==> config.mk <==
export PLATFORM = sky130hd
export DESIGN_NAME = size_class_block_pool_allocator_flat
export DESIGN_NICKNAME = d
export VERILOG_FILES = /design/src/rtl/scbpa_pkg.sv /design/src/rtl/scbpa_if.sv /design/src/rtl/scbpa_cfg.sv /design/src/rtl/size_class_block_pool_allocator.sv /design/src/flat_wrapper.sv
export VERILOG_INCLUDE_DIRS = /design/src /design/src/rtl
export SDC_FILE = /design/constraint.sdc
export NUM_CORES = 2
export LEC_CHECK = 0
export ABC_AREA = 1
export BUFFER_PORTS_ARGS = -buffer_cell sky130_fd_sc_hd__buf_4
export CELL_PAD_IN_SITES_DETAIL_PLACEMENT = 0
export CELL_PAD_IN_SITES_GLOBAL_PLACEMENT = 1
export CORE_MARGIN = 2
export CORE_UTILIZATION = 34
export CTS_BUF_LIST = sky130_fd_sc_hd__clkbuf_4
export CTS_CLUSTER_DIAMETER = 80
export CTS_CLUSTER_SIZE = 25
export DETAILED_ROUTE_END_ITERATION = 8
export HOLD_SLACK_MARGIN = 0.06
export PLACE_DENSITY = 0.73
export RECOVER_POWER = 100
export SETUP_SLACK_MARGIN = 0.3
export SLEW_MARGIN = 5
export SYNTH_ARGS = -nofsm -noshare
export SYNTH_HDL_FRONTEND = slang
export SYNTH_HIERARCHICAL = 1
export SYNTH_SLANG_ARGS = --single-unit
==> constraint.sdc <==
create_clock -name clk -period 7.09 [get_ports clk]
set_input_delay 1.0635 -clock clk [delete_from_list [all_inputs] [get_ports clk]]
set_output_delay 1.0635 -clock clk [all_outputs]
set_load 0.05 [all_outputs]
==> src/rtl/size_class_block_pool_allocator_macros.svh <==
// Assertion macros shared by the allocator RTL.
// Uses the including module's clk and rst_n; no other dependencies.
`ifndef SIZE_CLASS_BLOCK_POOL_ALLOCATOR_MACROS_SVH
`define SIZE_CLASS_BLOCK_POOL_ALLOCATOR_MACROS_SVH

// same-cycle implication
`define SCBPA_ASSERT_IMP(lbl, ante, cons, msg) \
  lbl: assert property (@(posedge clk) disable iff (!rst_n) (ante) |-> (cons)) \
    else $error(msg);

// next-cycle implication
`define SCBPA_ASSERT_NXT(lbl, ante, cons, msg) \
  lbl: assert property (@(posedge clk) disable iff (!rst_n) (ante) |=> (cons)) \
    else $error(msg);

`endif

==> src/rtl/scbpa_pkg.sv <==
// Shared widths, codes and helpers for the block pool allocator.
// No dependencies; imported by the interfaces and all modules.
`timescale 1ns / 1ps

package scbpa_pkg;

  localparam int ADDR_W  = 32;
  localparam int SIZE_W  = 16;
  localparam int HDR_W   = 8;
  localparam int LOG_W   = 5;
  localparam int CNT_W   = 6;
  localparam int NPOOL   = 3;
  localparam int POOL_IW = 2;
  localparam int BYTES_W = 17;   // block bytes, up to 2^16
  localparam int CFG_AW  = 5;
  localparam int CFG_DW  = 32;

  typedef logic [1:0]         req_type_t;
  typedef logic [1:0]         status_t;
  typedef logic [ADDR_W-1:0]  addr_t;
  typedef logic [SIZE_W-1:0]  size_t;
  typedef logic [HDR_W-1:0]   hdr_t;
  typedef logic [LOG_W-1:0]   log_t;
  typedef logic [CNT_W-1:0]   cnt_t;
  typedef logic [BYTES_W-1:0] bytes_t;
  typedef logic [2:0]         reg_idx_t;
  typedef logic [POOL_IW-1:0] pool_idx_t;

  localparam req_type_t REQ_ALLOC = 2'd0;
  localparam req_type_t REQ_FREE  = 2'd1;
  localparam req_type_t REQ_INIT  = 2'd2;

  localparam status_t STAT_OK      = 2'd0;
  localparam status_t STAT_EMPTY   = 2'd1;
  localparam status_t STAT_NOFIT   = 2'd2;
  localparam status_t STAT_BADADDR = 2'd3;

  localparam reg_idx_t REG_AREA_BASE    = 3'd0;
  localparam reg_idx_t REG_HEADER_BYTES = 3'd1;
  localparam reg_idx_t REG_SMALL_LOG2   = 3'd2;
  localparam reg_idx_t REG_MIDDLE_LOG2  = 3'd3;
  localparam reg_idx_t REG_LARGE_LOG2   = 3'd4;
  localparam reg_idx_t REG_SMALL_COUNT  = 3'd5;
  localparam reg_idx_t REG_MIDDLE_COUNT = 3'd6;
  localparam reg_idx_t REG_LARGE_COUNT  = 3'd7;

  localparam addr_t RST_AREA_BASE    = 32'd0;
  localparam hdr_t  RST_HEADER_BYTES = 8'd8;
  localparam log_t  RST_SMALL_LOG2   = 5'd4;
  localparam log_t  RST_MIDDLE_LOG2  = 5'd5;
  localparam log_t  RST_LARGE_LOG2   = 5'd6;
  localparam cnt_t  RST_SMALL_COUNT  = 6'd8;
  localparam cnt_t  RST_MIDDLE_COUNT = 6'd8;
  localparam cnt_t  RST_LARGE_COUNT  = 6'd6;

  localparam log_t LOG_MIN = 5'd2;
  localparam log_t LOG_MAX = 5'd16;

  function automatic log_t clamp_log2(log_t v);
    log_t r;
    if (v < LOG_MIN) begin
      r = LOG_MIN;
    end else if (v > LOG_MAX) begin
      r = LOG_MAX;
    end else begin
      r = v;
    end
    return r;
  endfunction

endpackage

==> src/rtl/scbpa_if.sv <==
// Request and response channel interfaces (valid/ready plus payload).
// Depends on scbpa_pkg.
`timescale 1ns / 1ps

interface scbpa_req_if;
  import scbpa_pkg::*;
  logic      valid;
  logic      ready;
  req_type_t req_type;
  size_t     req_size;
  addr_t     block_address;

  modport source (output valid, req_type, req_size, block_address, input ready);
  modport sink   (input valid, req_type, req_size, block_address, output ready);
endinterface

interface scbpa_rsp_if;
  import scbpa_pkg::*;
  logic    valid;
  logic    ready;
  status_t status;
  addr_t   granted_address;

  modport source (output valid, status, granted_address, input ready);
  modport sink   (input valid, status, granted_address, output ready);
endinterface

==> src/rtl/scbpa_cfg.sv <==
// APB-style register file plus registered pool geometry (clipped counts,
// first indices, spans, bases, usable bytes). Depends on scbpa_pkg.
`timescale 1ns / 1ps

module scbpa_cfg #(
  parameter  int MAX_BLOCKS = 32,
  parameter  int POOL_COUNT = 3,
  localparam int IW = $clog2(MAX_BLOCKS + 1)
) (
  input  logic                                              clk,
  input  logic                                              rst_n,
  input  logic                                              psel,
  input  logic                                              penable,
  input  logic                                              pwrite,
  input  logic [scbpa_pkg::CFG_AW-1:0]                      paddr,
  input  logic [scbpa_pkg::CFG_DW-1:0]                      pwdata,
  output logic [scbpa_pkg::CFG_DW-1:0]                      prdata,
  output logic                                              pready,
  output logic                                              busy,
  output scbpa_pkg::hdr_t                                   header_bytes,
  output logic [scbpa_pkg::NPOOL-1:0][IW-1:0]               pool_first,
  output logic [scbpa_pkg::NPOOL-1:0][IW-1:0]               pool_cnt,
  output logic [scbpa_pkg::NPOOL-1:0][scbpa_pkg::LOG_W-1:0] pool_log,
  output logic [scbpa_pkg::NPOOL-1:0][scbpa_pkg::ADDR_W-1:0] pool_span,
  output logic [scbpa_pkg::NPOOL-1:0][scbpa_pkg::ADDR_W-1:0] pool_base,
  output logic [scbpa_pkg::NPOOL-1:0][scbpa_pkg::BYTES_W-1:0] pool_avail,
  output logic [scbpa_pkg::NPOOL-1:0]                       pool_hdr_ok,
  output logic [IW-1:0]                                     total_blocks
);
  import scbpa_pkg::*;

  localparam int CW = (IW > CNT_W) ? IW : CNT_W;

  addr_t    area_base_r;
  hdr_t     header_bytes_r;
  log_t     log_r [NPOOL];
  cnt_t     cnt_r [NPOOL];
  logic [1:0] settle_r;

  logic     wr_en;
  reg_idx_t ridx;

  assign wr_en  = psel & penable & pwrite;
  assign ridx   = paddr[CFG_AW-1:2];
  assign pready = 1'b1;

  always_ff @(posedge clk) begin
    if (!rst_n) begin
      area_base_r    <= RST_AREA_BASE;
      header_bytes_r <= RST_HEADER_BYTES;
      log_r[0]       <= RST_SMALL_LOG2;
      log_r[1]       <= RST_MIDDLE_LOG2;
      log_r[2]       <= RST_LARGE_LOG2;
      cnt_r[0]       <= RST_SMALL_COUNT;
      cnt_r[1]       <= RST_MIDDLE_COUNT;
      cnt_r[2]       <= RST_LARGE_COUNT;
    end else if (wr_en) begin
      unique case (ridx)
        REG_AREA_BASE:    area_base_r    <= pwdata[ADDR_W-1:0];
        REG_HEADER_BYTES: header_bytes_r <= pwdata[HDR_W-1:0];
        REG_SMALL_LOG2:   log_r[0]       <= pwdata[LOG_W-1:0];
        REG_MIDDLE_LOG2:  log_r[1]       <= pwdata[LOG_W-1:0];
        REG_LARGE_LOG2:   log_r[2]       <= pwdata[LOG_W-1:0];
        REG_SMALL_COUNT:  cnt_r[0]       <= pwdata[CNT_W-1:0];
        REG_MIDDLE_COUNT: cnt_r[1]       <= pwdata[CNT_W-1:0];
        REG_LARGE_COUNT:  cnt_r[2]       <= pwdata[CNT_W-1:0];
      endcase
    end
  end

  always_comb begin
    unique case (ridx)
      REG_AREA_BASE:    prdata = CFG_DW'(area_base_r);
      REG_HEADER_BYTES: prdata = CFG_DW'(header_bytes_r);
      REG_SMALL_LOG2:   prdata = CFG_DW'(log_r[0]);
      REG_MIDDLE_LOG2:  prdata = CFG_DW'(log_r[1]);
      REG_LARGE_LOG2:   prdata = CFG_DW'(log_r[2]);
      REG_SMALL_COUNT:  prdata = CFG_DW'(cnt_r[0]);
      REG_MIDDLE_COUNT: prdata = CFG_DW'(cnt_r[1]);
      REG_LARGE_COUNT:  prdata = CFG_DW'(cnt_r[2]);
    endcase
  end

  // geometry is two register stages behind the config regs; hold off requests
  always_ff @(posedge clk) begin
    if (!rst_n) begin
      settle_r <= 2'd2;
    end else if (wr_en) begin
      settle_r <= 2'd2;
    end else if (settle_r != 2'd0) begin
      settle_r <= settle_r - 2'd1;
    end
  end
  assign busy = (settle_r != 2'd0);

  // stage 1: clip counts against remaining capacity, running first index
  logic [CW-1:0] used, room, craw, cc;
  logic [NPOOL-1:0][IW-1:0]     first_c, cnt_c;
  logic [NPOOL-1:0][LOG_W-1:0]  log_c;
  logic [NPOOL-1:0][ADDR_W-1:0] span_c;
  logic [IW-1:0]                total_c;

  always_comb begin
    used = '0;
    room = '0;
    craw = '0;
    cc   = '0;
    for (int p = 0; p < NPOOL; p++) begin
      craw       = (p < POOL_COUNT) ? CW'(cnt_r[p]) : '0;
      room       = CW'(MAX_BLOCKS) - used;
      cc         = (craw > room) ? room : craw;
      first_c[p] = IW'(used);
      cnt_c[p]   = IW'(cc);
      log_c[p]   = clamp_log2(log_r[p]);
      span_c[p]  = ADDR_W'(cc) << log_c[p];
      used       = used + cc;
    end
    total_c = IW'(used);
  end

  always_ff @(posedge clk) begin
    pool_first   <= first_c;
    pool_cnt     <= cnt_c;
    pool_log     <= log_c;
    pool_span    <= span_c;
    total_blocks <= total_c;
  end

  // stage 2: pool bases and usable bytes per block
  bytes_t blk_bytes [NPOOL];
  always_comb begin
    for (int p = 0; p < NPOOL; p++) begin
      blk_bytes[p] = BYTES_W'(1) << pool_log[p];
    end
  end

  always_ff @(posedge clk) begin
    pool_base[0] <= area_base_r;
    pool_base[1] <= area_base_r + pool_span[0];
    pool_base[2] <= area_base_r + pool_span[0] + pool_span[1];
    for (int p = 0; p < NPOOL; p++) begin
      pool_avail[p]  <= blk_bytes[p] - BYTES_W'(header_bytes_r);
      pool_hdr_ok[p] <= (blk_bytes[p] >= BYTES_W'(header_bytes_r));
    end
  end

  assign header_bytes = header_bytes_r;

endmodule

==> src/rtl/size_class_block_pool_allocator.sv <==
// Alloc/free: the accepted request moves to its state, which loads the result when the
// output is free; no new request is taken before that. Alloc reads the head's next link
// from the registered-read link memory, then pops. Init: one link entry written per cycle
// unless config is busy (the last waits for a free output), then the result. Reset (sync,
// active low) runs the same sweep; ready is low until it ends and while config is busy.
`timescale 1ns / 1ps
`include "size_class_block_pool_allocator_macros.svh"

module size_class_block_pool_allocator #(
  parameter  int MAX_BLOCKS = 32,
  parameter  int POOL_COUNT = 3,
  localparam int IW = $clog2(MAX_BLOCKS + 1),
  localparam int AW = $clog2(MAX_BLOCKS)
) (
  input  logic                         clk,
  input  logic                         rst_n,
  scbpa_req_if.sink                    in_req,
  scbpa_rsp_if.source                  out_rsp,
  input  logic                         psel,
  input  logic                         penable,
  input  logic                         pwrite,
  input  logic [scbpa_pkg::CFG_AW-1:0] paddr,
  input  logic [scbpa_pkg::CFG_DW-1:0] pwdata,
  output logic [scbpa_pkg::CFG_DW-1:0] prdata,
  output logic                         pready
);
  import scbpa_pkg::*;

  localparam logic [2:0] S_IDLE  = 3'd0;
  localparam logic [2:0] S_ALLOC = 3'd1;
  localparam logic [2:0] S_FREE  = 3'd2;
  localparam logic [2:0] S_INIT  = 3'd3;
  localparam logic [2:0] S_NOP   = 3'd4;

  localparam logic [IW-1:0] END_MARK = IW'(MAX_BLOCKS);
  localparam logic [AW-1:0] K_LAST   = AW'(MAX_BLOCKS - 1);

  // geometry from the register block
  logic                          cfg_busy;
  hdr_t                          hdr;
  logic [NPOOL-1:0][IW-1:0]      g_first, g_cnt;
  logic [NPOOL-1:0][LOG_W-1:0]   g_log;
  logic [NPOOL-1:0][ADDR_W-1:0]  g_span, g_base;
  logic [NPOOL-1:0][BYTES_W-1:0] g_avail;
  logic [NPOOL-1:0]              g_hdr_ok;
  logic [IW-1:0]                 g_total;

  scbpa_cfg #(
    .MAX_BLOCKS (MAX_BLOCKS),
    .POOL_COUNT (POOL_COUNT)
  ) u_cfg (
    .clk          (clk),
    .rst_n        (rst_n),
    .psel         (psel),
    .penable      (penable),
    .pwrite       (pwrite),
    .paddr        (paddr),
    .pwdata       (pwdata),
    .prdata       (prdata),
    .pready       (pready),
    .busy         (cfg_busy),
    .header_bytes (hdr),
    .pool_first   (g_first),
    .pool_cnt     (g_cnt),
    .pool_log     (g_log),
    .pool_span    (g_span),
    .pool_base    (g_base),
    .pool_avail   (g_avail),
    .pool_hdr_ok  (g_hdr_ok),
    .total_blocks (g_total)
  );

  logic [2:0]    state_r, state_nxt;
  logic [IW-1:0] head_r [NPOOL];
  pool_idx_t     pool_r, pool_nxt;
  status_t       stat_r, stat_nxt;
  addr_t         offs_r, offs_nxt;
  addr_t         start_r;
  logic [AW-1:0] k_r, k_nxt;
  logic          init_reply_r, init_reply_nxt;
  logic          out_valid_r;
  status_t       out_status_r;
  addr_t         out_addr_r;

  // link memory: one write port, one registered read port
  logic [IW-1:0] link_mem [MAX_BLOCKS];
  logic [IW-1:0] rd_data_r;
  logic          rd_en, mem_we;
  logic [AW-1:0] rd_addr, mem_waddr;
  logic [IW-1:0] mem_wdata;

  always_ff @(posedge clk) begin
    if (mem_we) begin
      link_mem[mem_waddr] <= mem_wdata;
    end
    if (rd_en) begin
      rd_data_r <= link_mem[rd_addr];
    end
  end

  logic accept, out_free;
  assign in_req.ready = (state_r == S_IDLE) && !cfg_busy;
  assign accept       = in_req.valid && in_req.ready;
  assign out_free     = !out_valid_r || out_rsp.ready;

  // allocate decode straight from the request word
  logic [NPOOL-1:0] fit;
  logic             any_fit, head_empty;
  pool_idx_t        fit_sel;
  logic [IW-1:0]    sel_head;

  always_comb begin
    any_fit = 1'b0;
    fit_sel = '0;
    for (int p = NPOOL - 1; p >= 0; p--) begin
      fit[p] = (p < POOL_COUNT) && g_hdr_ok[p] &&
               (BYTES_W'(in_req.req_size) <= g_avail[p]);
      if (fit[p]) begin
        any_fit = 1'b1;
        fit_sel = POOL_IW'(p);
      end
    end
    sel_head   = head_r[fit_sel];
    head_empty = (sel_head >= END_MARK);
  end

  assign rd_en   = accept && (in_req.req_type == REQ_ALLOC) && any_fit && !head_empty;
  assign rd_addr = sel_head[AW-1:0];

  // free lookup: range and alignment match per pool, lowest-numbered pool wins
  addr_t     off [NPOOL];
  addr_t     amask [NPOOL];
  logic      free_hit;
  pool_idx_t free_sel;
  logic [IW-1:0] free_idx;

  always_comb begin
    free_hit = 1'b0;
    free_sel = '0;
    free_idx = '0;
    for (int p = NPOOL - 1; p >= 0; p--) begin
      off[p]   = start_r - g_base[p];
      amask[p] = (ADDR_W'(1) << g_log[p]) - ADDR_W'(1);
      if ((g_cnt[p] != '0) && (off[p] < g_span[p]) && ((off[p] & amask[p]) == '0)) begin
        free_hit = 1'b1;
        free_sel = POOL_IW'(p);
        free_idx = g_first[p] + IW'(off[p] >> g_log[p]);
      end
    end
  end

  // init sweep: link to the next index unless it opens a pool or ends the area
  logic [IW-1:0] k_next_idx;
  logic          k_links;
  always_comb begin
    k_next_idx = IW'(k_r) + IW'(1);
    k_links    = (k_next_idx < g_total);
    for (int p = 1; p < NPOOL; p++) begin
      if (k_next_idx == g_first[p]) begin
        k_links = 1'b0;
      end
    end
  end

  // main sequencer
  logic      res_load;
  status_t   res_status;
  addr_t     res_addr;
  logic      head_we, heads_init;
  pool_idx_t head_sel;
  logic [IW-1:0] head_wdata;

  always_comb begin
    state_nxt      = state_r;
    pool_nxt       = pool_r;
    stat_nxt       = stat_r;
    offs_nxt       = offs_r;
    k_nxt          = k_r;
    init_reply_nxt = init_reply_r;
    res_load       = 1'b0;
    res_status     = STAT_OK;
    res_addr       = '0;
    mem_we         = 1'b0;
    mem_waddr      = '0;
    mem_wdata      = END_MARK;
    head_we        = 1'b0;
    heads_init     = 1'b0;
    head_sel       = '0;
    head_wdata     = '0;

    unique case (state_r)
      S_IDLE: begin
        if (accept) begin
          pool_nxt = fit_sel;
          offs_nxt = ((ADDR_W'(sel_head) - ADDR_W'(g_first[fit_sel])) << g_log[fit_sel])
                     + ADDR_W'(hdr);
          if (!any_fit) begin
            stat_nxt = STAT_NOFIT;
          end else if (head_empty) begin
            stat_nxt = STAT_EMPTY;
          end else begin
            stat_nxt = STAT_OK;
          end
          case (in_req.req_type)
            REQ_ALLOC: state_nxt = S_ALLOC;
            REQ_FREE:  state_nxt = S_FREE;
            REQ_INIT: begin
              state_nxt      = S_INIT;
              k_nxt          = '0;
              init_reply_nxt = 1'b1;
            end
            default:   state_nxt = S_NOP;
          endcase
        end
      end
      S_ALLOC: begin
        if (out_free) begin
          res_load   = 1'b1;
          res_status = stat_r;
          state_nxt  = S_IDLE;
          if (stat_r == STAT_OK) begin
            res_addr   = g_base[pool_r] + offs_r;
            head_we    = 1'b1;
            head_sel   = pool_r;
            head_wdata = rd_data_r;
            mem_we     = 1'b1;
            mem_waddr  = head_r[pool_r][AW-1:0];
            mem_wdata  = END_MARK;
          end
        end
      end
      S_FREE: begin
        if (out_free) begin
          res_load   = 1'b1;
          res_status = free_hit ? STAT_OK : STAT_BADADDR;
          state_nxt  = S_IDLE;
          if (free_hit) begin
            head_we    = 1'b1;
            head_sel   = free_sel;
            head_wdata = free_idx;
            mem_we     = 1'b1;
            mem_waddr  = free_idx[AW-1:0];
            mem_wdata  = head_r[free_sel];
          end
        end
      end
      S_INIT: begin
        if (!cfg_busy && ((k_r != K_LAST) || !init_reply_r || out_free)) begin
          mem_we    = 1'b1;
          mem_waddr = k_r;
          mem_wdata = k_links ? k_next_idx : END_MARK;
          if (k_r == K_LAST) begin
            heads_init     = 1'b1;
            res_load       = init_reply_r;
            init_reply_nxt = 1'b0;
            k_nxt          = '0;
            state_nxt      = S_IDLE;
          end else begin
            k_nxt = k_r + AW'(1);
          end
        end
      end
      S_NOP: begin
        if (out_free) begin
          res_load  = 1'b1;
          state_nxt = S_IDLE;
        end
      end
      default: begin
        state_nxt = S_IDLE;
      end
    endcase
  end

  always_ff @(posedge clk) begin
    if (!rst_n) begin
      state_r      <= S_INIT;
      k_r          <= '0;
      init_reply_r <= 1'b0;
      out_valid_r  <= 1'b0;
    end else begin
      state_r      <= state_nxt;
      k_r          <= k_nxt;
      init_reply_r <= init_reply_nxt;
      if (res_load) begin
        out_valid_r <= 1'b1;
      end else if (out_rsp.ready) begin
        out_valid_r <= 1'b0;
      end
    end
  end

  always_ff @(posedge clk) begin
    pool_r <= pool_nxt;
    stat_r <= stat_nxt;
    offs_r <= offs_nxt;
    if (accept) begin
      start_r <= in_req.block_address - ADDR_W'(hdr);
    end
    if (res_load) begin
      out_status_r <= res_status;
      out_addr_r   <= res_addr;
    end
    for (int p = 0; p < NPOOL; p++) begin
      if (heads_init) begin
        head_r[p] <= (g_cnt[p] != '0) ? g_first[p] : END_MARK;
      end else if (head_we && (head_sel == POOL_IW'(p))) begin
        head_r[p] <= head_wdata;
      end
    end
  end

  assign out_rsp.valid           = out_valid_r;
  assign out_rsp.status          = out_status_r;
  assign out_rsp.granted_address = out_addr_r;

  `SCBPA_ASSERT_IMP(a_busy_blocks_input, state_r != S_IDLE, !in_req.ready,
                    "request accepted while an item is in flight")
  `SCBPA_ASSERT_IMP(a_fail_zero_addr, out_rsp.valid && (out_rsp.status != STAT_OK),
                    out_rsp.granted_address == '0, "failed result carries an address")
  `SCBPA_ASSERT_NXT(a_read_then_pop, rd_en, state_r == S_ALLOC,
                    "link read not followed by pop")
  `SCBPA_ASSERT_IMP(a_write_states, mem_we,
                    (state_r == S_ALLOC) || (state_r == S_FREE) || (state_r == S_INIT),
                    "link write outside alloc, free or init")

endmodule
==> src/flat_wrapper.sv <==
// flat-port wrapper written by rule: the top's interface ports become plain ports
module size_class_block_pool_allocator_flat import scbpa_pkg::*;
#(
  parameter  int MAX_BLOCKS = 32,
  parameter  int POOL_COUNT = 3,
  localparam int IW = $clog2(MAX_BLOCKS + 1),
  localparam int AW = $clog2(MAX_BLOCKS)
)
  (clk, rst_n, psel, penable, pwrite, paddr, pwdata, prdata, pready, in_req_valid, in_req_req_type, in_req_req_size, in_req_block_address, in_req_ready, out_rsp_valid, out_rsp_status, out_rsp_granted_address, out_rsp_ready);
  scbpa_req_if in_req_i ();
  scbpa_rsp_if out_rsp_i ();
  input  logic clk;
  input  logic rst_n;
  input  logic psel;
  input  logic penable;
  input  logic pwrite;
  input  logic [scbpa_pkg::CFG_AW-1:0] paddr;
  input  logic [scbpa_pkg::CFG_DW-1:0] pwdata;
  output logic [scbpa_pkg::CFG_DW-1:0] prdata;
  output logic pready;
  input wire logic [$bits(in_req_i.valid)-1:0] in_req_valid;
  input wire logic [$bits(in_req_i.req_type)-1:0] in_req_req_type;
  input wire logic [$bits(in_req_i.req_size)-1:0] in_req_req_size;
  input wire logic [$bits(in_req_i.block_address)-1:0] in_req_block_address;
  output wire logic [$bits(in_req_i.ready)-1:0] in_req_ready;
  output wire logic [$bits(out_rsp_i.valid)-1:0] out_rsp_valid;
  output wire logic [$bits(out_rsp_i.status)-1:0] out_rsp_status;
  output wire logic [$bits(out_rsp_i.granted_address)-1:0] out_rsp_granted_address;
  input wire logic [$bits(out_rsp_i.ready)-1:0] out_rsp_ready;
  assign in_req_i.valid = in_req_valid;
  assign in_req_i.req_type = in_req_req_type;
  assign in_req_i.req_size = in_req_req_size;
  assign in_req_i.block_address = in_req_block_address;
  assign in_req_ready = in_req_i.ready;
  assign out_rsp_valid = out_rsp_i.valid;
  assign out_rsp_status = out_rsp_i.status;
  assign out_rsp_granted_address = out_rsp_i.granted_address;
  assign out_rsp_i.ready = out_rsp_ready;
  size_class_block_pool_allocator #(.MAX_BLOCKS(MAX_BLOCKS), .POOL_COUNT(POOL_COUNT)) u_core (.clk(clk), .rst_n(rst_n), .in_req(in_req_i), .out_rsp(out_rsp_i), .psel(psel), .penable(penable), .pwrite(pwrite), .paddr(paddr), .pwdata(pwdata), .prdata(prdata), .pready(pready));
endmodule
* After elaboration in Yosys (flattened, before gate mapping)
Memories as Yosys holds them, arrays and structs flattened. A register that Yosys moved wholly into a read port is not among the register bits.
Cells that the tools add are included.
** Operators by class
- Add/sub/neg operators :: 24
- Multiply operators :: 0
- Div/mod/pow operators :: 0
- Order comparisons :: 22
- Equal/unequal tests :: 24
- Shift-type cells :: 13
- Mux-type cells :: 142
- Bitwise logic cells :: 15
- Reduce and logical (&&, ||, !) cells :: 48
** Operators with widths (count)
- one-hot mux 32 bit (8 select lines) :: 1
- two-way mux 6 bit :: 24
- adder 32 bit :: 3
- AND 32 bit :: 3
- logical NOT 32 bit :: 3
- < comparator 32 bit :: 3
- << shifter 1 x 5 -> 32 bit, first input constant :: 3
- << shifter 6 x 5 -> 32 bit :: 3
- >> shifter 32 x 5 -> 6 bit :: 3
- subtractor 32 x 2 -> 32 bit, second input constant :: 3
- subtractor 32 bit :: 3
- two-way mux 5 bit :: 19
- binary-select mux 32 bit (select 2 bit) :: 1
- two-way mux 1 bit :: 64
- >= comparator 17 x 8 -> 1 bit :: 3
- <= comparator 16 x 17 -> 1 bit :: 3
- << shifter 1 x 5 -> 17 bit, first input constant :: 3
- subtractor 17 x 8 -> 17 bit :: 3
- adder 32 x 8 -> 32 bit :: 1
- two-way mux 32 bit :: 1
- << shifter 32 x 5 -> 32 bit :: 1
- subtractor 32 x 8 -> 32 bit :: 1
- two-way mux 2 bit :: 14
- adder 6 bit :: 4
- 48 further kinds :: 118
** Storage, ports and cells
- Register bits after elaboration :: 445
- Bits in latches :: 0
- Memory bits (writable) :: 243
- Bits in read-only memories :: 0
- Output and inout port bits :: 69
- Memories :: 4
** Memories
- u_core.link_mem :: depth 32, bits a word 6, read ports 1, clocked after Yosys merged registers in 1, write ports 1, RTL line size_class_block_pool_allocator.sv:86 : logic [IW-1:0] link_mem [MAX_BLOCKS];
- u_core.head_r :: depth 3, bits a word 6, read ports 3, clocked after Yosys merged registers in 1, write ports 3, RTL line size_class_block_pool_allocator.sv:74 : logic [IW-1:0] head_r [NPOOL];
- u_core.u_cfg.cnt_r :: depth 3, bits a word 6, read ports 3, clocked after Yosys merged registers in 0, write ports 3, RTL line scbpa_cfg.sv:37 : cnt_t cnt_r [NPOOL];
- u_core.u_cfg.log_r :: depth 3, bits a word 5, read ports 3, clocked after Yosys merged registers in 0, write ports 3, RTL line scbpa_cfg.sv:36 : log_t log_r [NPOOL];

* Logic depth before layout (Yosys ltp)
- Depth after elaboration :: 17
- Mapped depth :: 47
- Gate-level depth less buffers :: 45

* Cells and area by module
Netlist, hierarchy kept.
** By module, submodules not included
- size_class_block_pool_allocator :: instances 1, cells each 5562, area each 36236.0 µm²
- scbpa_cfg :: instances 1, cells each 2030, area each 16761.1 µm²

* Least setup slack after synthesis
OpenSTA, ideal clock, no wires.
- Kind :: input -> register
- From :: input in_req_req_size[12]
- To :: register u_core.offs_r[19] (data pin)
- Arrival :: 6.286 ns
- Data required time :: 6.816 ns
- Path slack :: 0.530 ns
- Stages :: 39
- Buffers on the path :: 4
- Cell sequence :: ha_1 > nand2_1 > nor2_1 > and2_1 > nand3b_1 > nand3_1 > a21oi_1 > nand2_1 > buf_2 > nand2_1 > nand3_1 > nand2_1 > clkbuf_1 > clkbuf_1 > ha_1 > inv_1 > fa_1 > a21oi_1 > (+3 left out) > inv_1 > nand2_1 > inv_1 > nand3_1 > nand3_1 > nand3_1 > a211oi_1 > ha_1 > nand2_1 > o21ai_0 > a21oi_1 > o21ai_0 > nand2_1 > nand2_1 > nand4_1 > nor2_1 > buf_4 > a21boi_0
** Between the ends
- Longest elaborated chain between the ends :: 10
- Elaborated cells between the ends (all ways) :: 17
- Those cells by class :: add/sub: 2; order compare: 3; shift: 1; mux: 7; reduce/logical: 3; memory: 1
** Ends and longest elaborated chain
- start: declaration :: RTL line flat_wrapper.sv:23 : input wire logic [$bits(in_req_i.req_size)-1:0] in_req_req_size;
- <= comparator 16 x 17 -> 1 bit :: RTL line size_class_block_pool_allocator.sv:117 : (BYTES_W'(in_req.req_size) <= g_avail[p]);
- logical AND 1 bit :: RTL line size_class_block_pool_allocator.sv:116 : fit[p] = (p < POOL_COUNT) && g_hdr_ok[p] &&
- two-way mux 2 bit (2 in a row) :: RTL line size_class_block_pool_allocator.sv:118 : if (fit[p]) begin
- two-way mux 2 bit * :: RTL line size_class_block_pool_allocator.sv:118
- binary-select mux 6 bit (select 2 bit) :: RTL line size_class_block_pool_allocator.sv:195 : offs_nxt = ((ADDR_W'(sel_head) - ADDR_W'(g_first[fit_sel])) << g_log[fit_sel])
- two-way mux 6 bit (not written as such) :: RTL line size_class_block_pool_allocator.sv:195
- subtractor 6 x 6 -> 7 bit :: RTL line size_class_block_pool_allocator.sv:195
- << shifter 32 x 5 -> 32 bit * :: RTL line size_class_block_pool_allocator.sv:195
- adder 32 x 8 -> 32 bit * :: RTL line size_class_block_pool_allocator.sv:196 : + ADDR_W'(hdr);
- end signal: assignment :: RTL line size_class_block_pool_allocator.sv:296 : offs_r <= offs_nxt;
- end: declaration :: RTL line size_class_block_pool_allocator.sv:77 : addr_t offs_r, offs_nxt;
Every way passes the cells marked *; elsewhere a longest branch is shown, timed or not. The select of a mux whose other input is x is not followed.
A chain may end at the register's enable or synchronous reset.

* Worst setup path after layout
- From :: register u_core/u_cfg/pool_log[6] (netlist bit)
- To :: memory u_core/link_mem[18][0] (netlist bit), enable pin
** Between the ends
- Longest elaborated chain between the ends :: 12
- Elaborated cells between the ends (all ways) :: 19
- Those cells by class :: add/sub: 2; shift: 2; mux: 12; bitwise: 1; reduce/logical: 2
** Ends and longest elaborated chain
- start: declaration :: RTL line scbpa_cfg.sv:23 : output logic [scbpa_pkg::NPOOL-1:0][scbpa_pkg::LOG_W-1:0] pool_log,
- start signal: assignment :: RTL line scbpa_cfg.sv:124 : pool_log <= log_c;
- << shifter 1 x 5 -> 32 bit :: RTL line size_class_block_pool_allocator.sv:143 : amask[p] = (ADDR_W'(1) << g_log[p]) - ADDR_W'(1);
- subtractor 32 x 2 -> 32 bit :: RTL line size_class_block_pool_allocator.sv:143
- AND 32 bit :: RTL line size_class_block_pool_allocator.sv:144 : if ((g_cnt[p] != '0) && (off[p] < g_span[p]) && ((off[p] & amask[p]) == '0)) begin
- logical NOT 32 bit :: RTL line size_class_block_pool_allocator.sv:144
- logical AND 1 bit :: RTL line size_class_block_pool_allocator.sv:144
- two-way mux 1 bit (2 in a row) :: RTL line size_class_block_pool_allocator.sv:144
- two-way mux 1 bit :: RTL line size_class_block_pool_allocator.sv:237 : if (free_hit) begin
- two-way mux 1 bit :: RTL line size_class_block_pool_allocator.sv:233 : if (out_free) begin
- one-hot mux 1 bit (3 select lines) :: RTL line size_class_block_pool_allocator.sv:191 : unique case (state_r)
- two-way mux 1 bit :: RTL line size_class_block_pool_allocator.sv:93 : if (mem_we) begin
- two-way mux 1 bit (not written as such) :: RTL line size_class_block_pool_allocator.sv:94 : link_mem[mem_waddr] <= mem_wdata;
- end: declaration :: RTL line size_class_block_pool_allocator.sv:86
Parallel ways exist; a longest one is shown, timed or not.

==> key figures <==
Critical path
  – CP peak stage delay: ~1.7 ns
  – Top Family by Delay on Critical Path: simple AND/OR/NAND/NOR gates
  – CP Data Arrival Time: about 7.4 ns
  – Crit path kind: flop to flop
  – CP dominant cell by count: nand2_1
  – Worst endpoint required time: between 7 and 8 ns
  – Buf/Inv on CP: 5
  – Worst Setup Start Kind: flop
  – Critical Path Fanout Max: 37
  – Critical path endpoint category: flop
  – Slowest CP cell: clkbuf_1

Floorplan
  – Initial Utilization: approximately a third
  – Core Area: approximately 150000 um2
  – # IOs: 163
  – Die Width: roughly 400 um
  – Area of the die: approximately 160000 um2
  – Die Span Y: about 400 um
  – Site Rows: around 140

Yosys
  – YS warnings: 6
  – Post-synthesis sequential area ratio: between 30% and 40%
  – Post-synth EDFFs: between 300 and 400
  – Netlist cell types: 76
  – Synthesized cell area: around 53000 um2
  – #FFs+latches synth: about 700
  – Gate Count Post-Synth: about 7600
  – Average cell area after synthesis: 6.981 um2
  – Ys async rst share: 0%
  – Top FF cell, synth: edfxtp_1

Route
  – Routed WL per cell: roughly 21 um
  – WL final: 213.6 mm
  – Pre-antenna DRT Iters: 7
  – DRT iter0 DRCs: 5175
  – Via count: roughly 52000
  – Post-route ant nets: 0
  – DRC viols: 0
  – Vias per cell: around 5.2

Cells and area
  – Most frequent cells in the layout: 1897 x nand2_1, 1124 x inv_1, 741 x nor2_1
  – Layout Nets: 8378
  – Area Growth Syn to Fin: 9.411%
  – Fillcell total: around 17000
  – Share of post-route cells with drive strength above 1: under 10%
  – Layout Cells excl Fill: ~9900
  – Most common cell after layout, fill and taps aside: nand2_1
  – Final instance area: around 58000 um2

Clock tree
  – CTS tree: done
  – Worst skew pair latency: ~1.1 ns
  – Maximum clock path buffer count: 3
  – Number of buffers created by CTS: 52
  – Clock slew at the register clock pins of the worst setup and hold paths: between 0.2 and 0.25 ns
  – Root buffer cell: clkbuf_4
  – Clk sinks: between 600 and 700
  – H-tree Lvls: 2

STA
  – Worst Skew: roughly 0.12 ns
  – Max-slew violations: roughly 370
  – Final Hold Slack: 0.1804 ns
  – Max Freq: about 0.15 GHz
  – Final setup fails: 0
  – Worst slew margin: -68.15%
  – Endpoints failing hold: 0
  – Setup TNS: 0 ns
  – Fin crit period: 6.691 ns
  – Worst Max-Slew Pin Slew: 2.522 ns
  – RSZ-0062 raised after global routing: true
  – Fin crit share: between 90 and 100%

Placement
  – Placed inst area: 57420 um2
  – HPWL after DPL: about 180 mm
  – Inst Count DP: slightly below 10000
  – Port Buf Inserts: 159
  – Routability cong.: slightly above 1

Power
  – Leak: approximately 0.027 uW
  – Cell area power density: approximately 230 nW/um2
  – Maximum VDD drop: 0.0001533 V
  – Power consumption: 13190 uW

GRT
  – Pin count of the biggest net entering global routing: 92
  – Initial antenna violation count: 6
  – Gr ovfl total: 0
  – First-pass GRT wire length: 310.9 mm
  – Vias in the first global route: about 48000
  – Total GRT Usage: 26.15%

Worst hold path
  – Worst hold path class: input pin to flop

Status
  – Status: finished with violations
  – Failing checks: capacitance limit, slew limit

Job
  – Max-cap violation count: 9
cell usage after synthesis, types with 10 or more instances:
cell type,count,share of area [%]
nand2_1,1891,13
o21bai_1,19,0.27
o221ai_1,10,0.17
ha_1,426,10
nor4_1,13,0.15
nor3_1,80,0.76
nand3_2,21,0.40
clkinv_1,10,0.071
edfxtp_1,351,20
or2_2,68,0.80
inv_2,21,0.15
o211ai_1,127,1.8
nor2_4,10,0.21
nand4_1,80,0.94
buf_2,36,0.34
nor2_2,28,0.33
nand2_4,10,0.21
a221oi_1,12,0.20
o21ai_0,486,4.6
nand2_2,24,0.28
a21oi_1,502,4.7
buf_1,18,0.13
fa_1,17,0.64
nor2_1,733,5.2
clkbuf_1,99,0.70
a211oi_1,18,0.25
o21a_1,21,0.30
a21boi_0,11,0.16
and2_1,10,0.12
xnor2_1,64,1.1
o21ai_2,22,0.36
nand3_1,532,5.0
a21o_1,17,0.24
o22ai_1,29,0.34
a31oi_1,15,0.18
nand3b_1,33,0.47
buf_4,18,0.25
inv_1,1122,7.9
xor2_1,126,2.1
dfxtp_1,345,13
o21ai_1,31,0.29
routing by layer:
layer	vias to the layer above	GRT usage, %	wire [um]
met5	-	0	27
met1	24390	36.64	96900
met3	296	3.767	15450
met2	1793	41.10	93350
li1	25500	-	-
met4	4	8.578	7828
final cells by class:
| class | count | area (um2) | share of cell area, % |
|---|---|---|---|
| multi-input combinational | 5606 | 30460 | 52.53 |
| clock buffer | 55 | 412.9 | 0.7121 |
| inverter | 1154 | 4334 | 7.475 |
| tap | 2044 | 2557 | 4.411 |
| clock inverter | 43 | 639.4 | 1.103 |
| sequential | 696 | 17450 | 30.09 |
| antenna | 9 | 22.52 | 0.03884 |
| timing repair buffer | 331 | 2113 | 3.645 |
report_power, final:
part	total [uW]	switching, uW	leakage [uW]	internal [uW]
clock network	2360	1700	0.000550	665
logic	6020	3980	0.0209	2040
registers	4810	207	0.00601	4600
metrics by stage:
step           setup WS, ns  util, %
6_report             0.3993    37.55
5_1_grt             0.07388    37.54
4_1_cts              0.4054    37.87
3_5_place_dp        0.09124    37.19
3_3_place_gp        0.02253    37.19
2_1_floorplan        0.5303        -
cells by family after synthesis:
| family | Yosys count | share of synthesized area [%] |
|---|---|---|
| multiplexers | 2 | 0.03778 |
| flip-flops | 696 | 32.92 |
| AO/OA/AOI/OAI | 1373 | 14.78 |
| buffers and inverters | 1331 | 9.717 |
| adder cells (fa/ha/maj) | 443 | 10.70 |
| other | 2 | 0.01417 |
| XOR/XNOR | 191 | 3.171 |
| AND/OR/NAND/NOR | 3554 | 28.66 |
registers in the layout, summed over array words and instances (netlist names), 8 cells and up, named ones only:
signal / count
u_core/head_r: 18
u_core/link_mem: 192
u_core/offs_r: 32
u_core/out_rsp.granted_address: 32
u_core/start_r: 32
u_core/u_cfg/area_base_r: 32
u_core/u_cfg/cnt_r: 18
u_core/u_cfg/header_bytes: 8
u_core/u_cfg/log_r: 15
u_core/u_cfg/pool_avail: 51
u_core/u_cfg/pool_base: 96
u_core/u_cfg/pool_cnt: 18
u_core/u_cfg/pool_log: 15
u_core/u_cfg/pool_span: 96
final timing paths:
check	from	end	slack [ns]	cells past startpoint
hold / removal	pwdata[3]	u_core/u_cfg/header_bytes[3]$_SDFFE_PN1P_	0.18	3
setup reg to reg	u_core/u_cfg/pool_log[6]$_DFF_P_	u_core/link_mem[18][0]$_DFFE_PP_	0.40	28
setup / recovery	u_core/u_cfg/pool_log[6]$_DFF_P_	u_core/link_mem[18][0]$_DFFE_PP_	0.40	28
hold reg to reg	u_core/u_cfg/area_base_r[25]$_SDFFE_PN0P_	u_core/u_cfg/pool_base[25]$_DFF_P_	0.44	0
worst register-to-register path: cells and delay by family (launching register included):
kind / cells / cell delay, ns
and+or+nand+nor: 22 / 3.51
DFF: 1 / 0.41
adders and majority gates: 1 / 0.20
buffers and inverters: 5 / 2.11
timing repair:
action,in CTS,in global routing
pin swaps,0,4
endpoints found under the setup margin,1,195
resized for setup,1,24
buffers inserted,0,8
hold buffers,0,0
No activity file was read; power rests on OpenSTA's default activity.
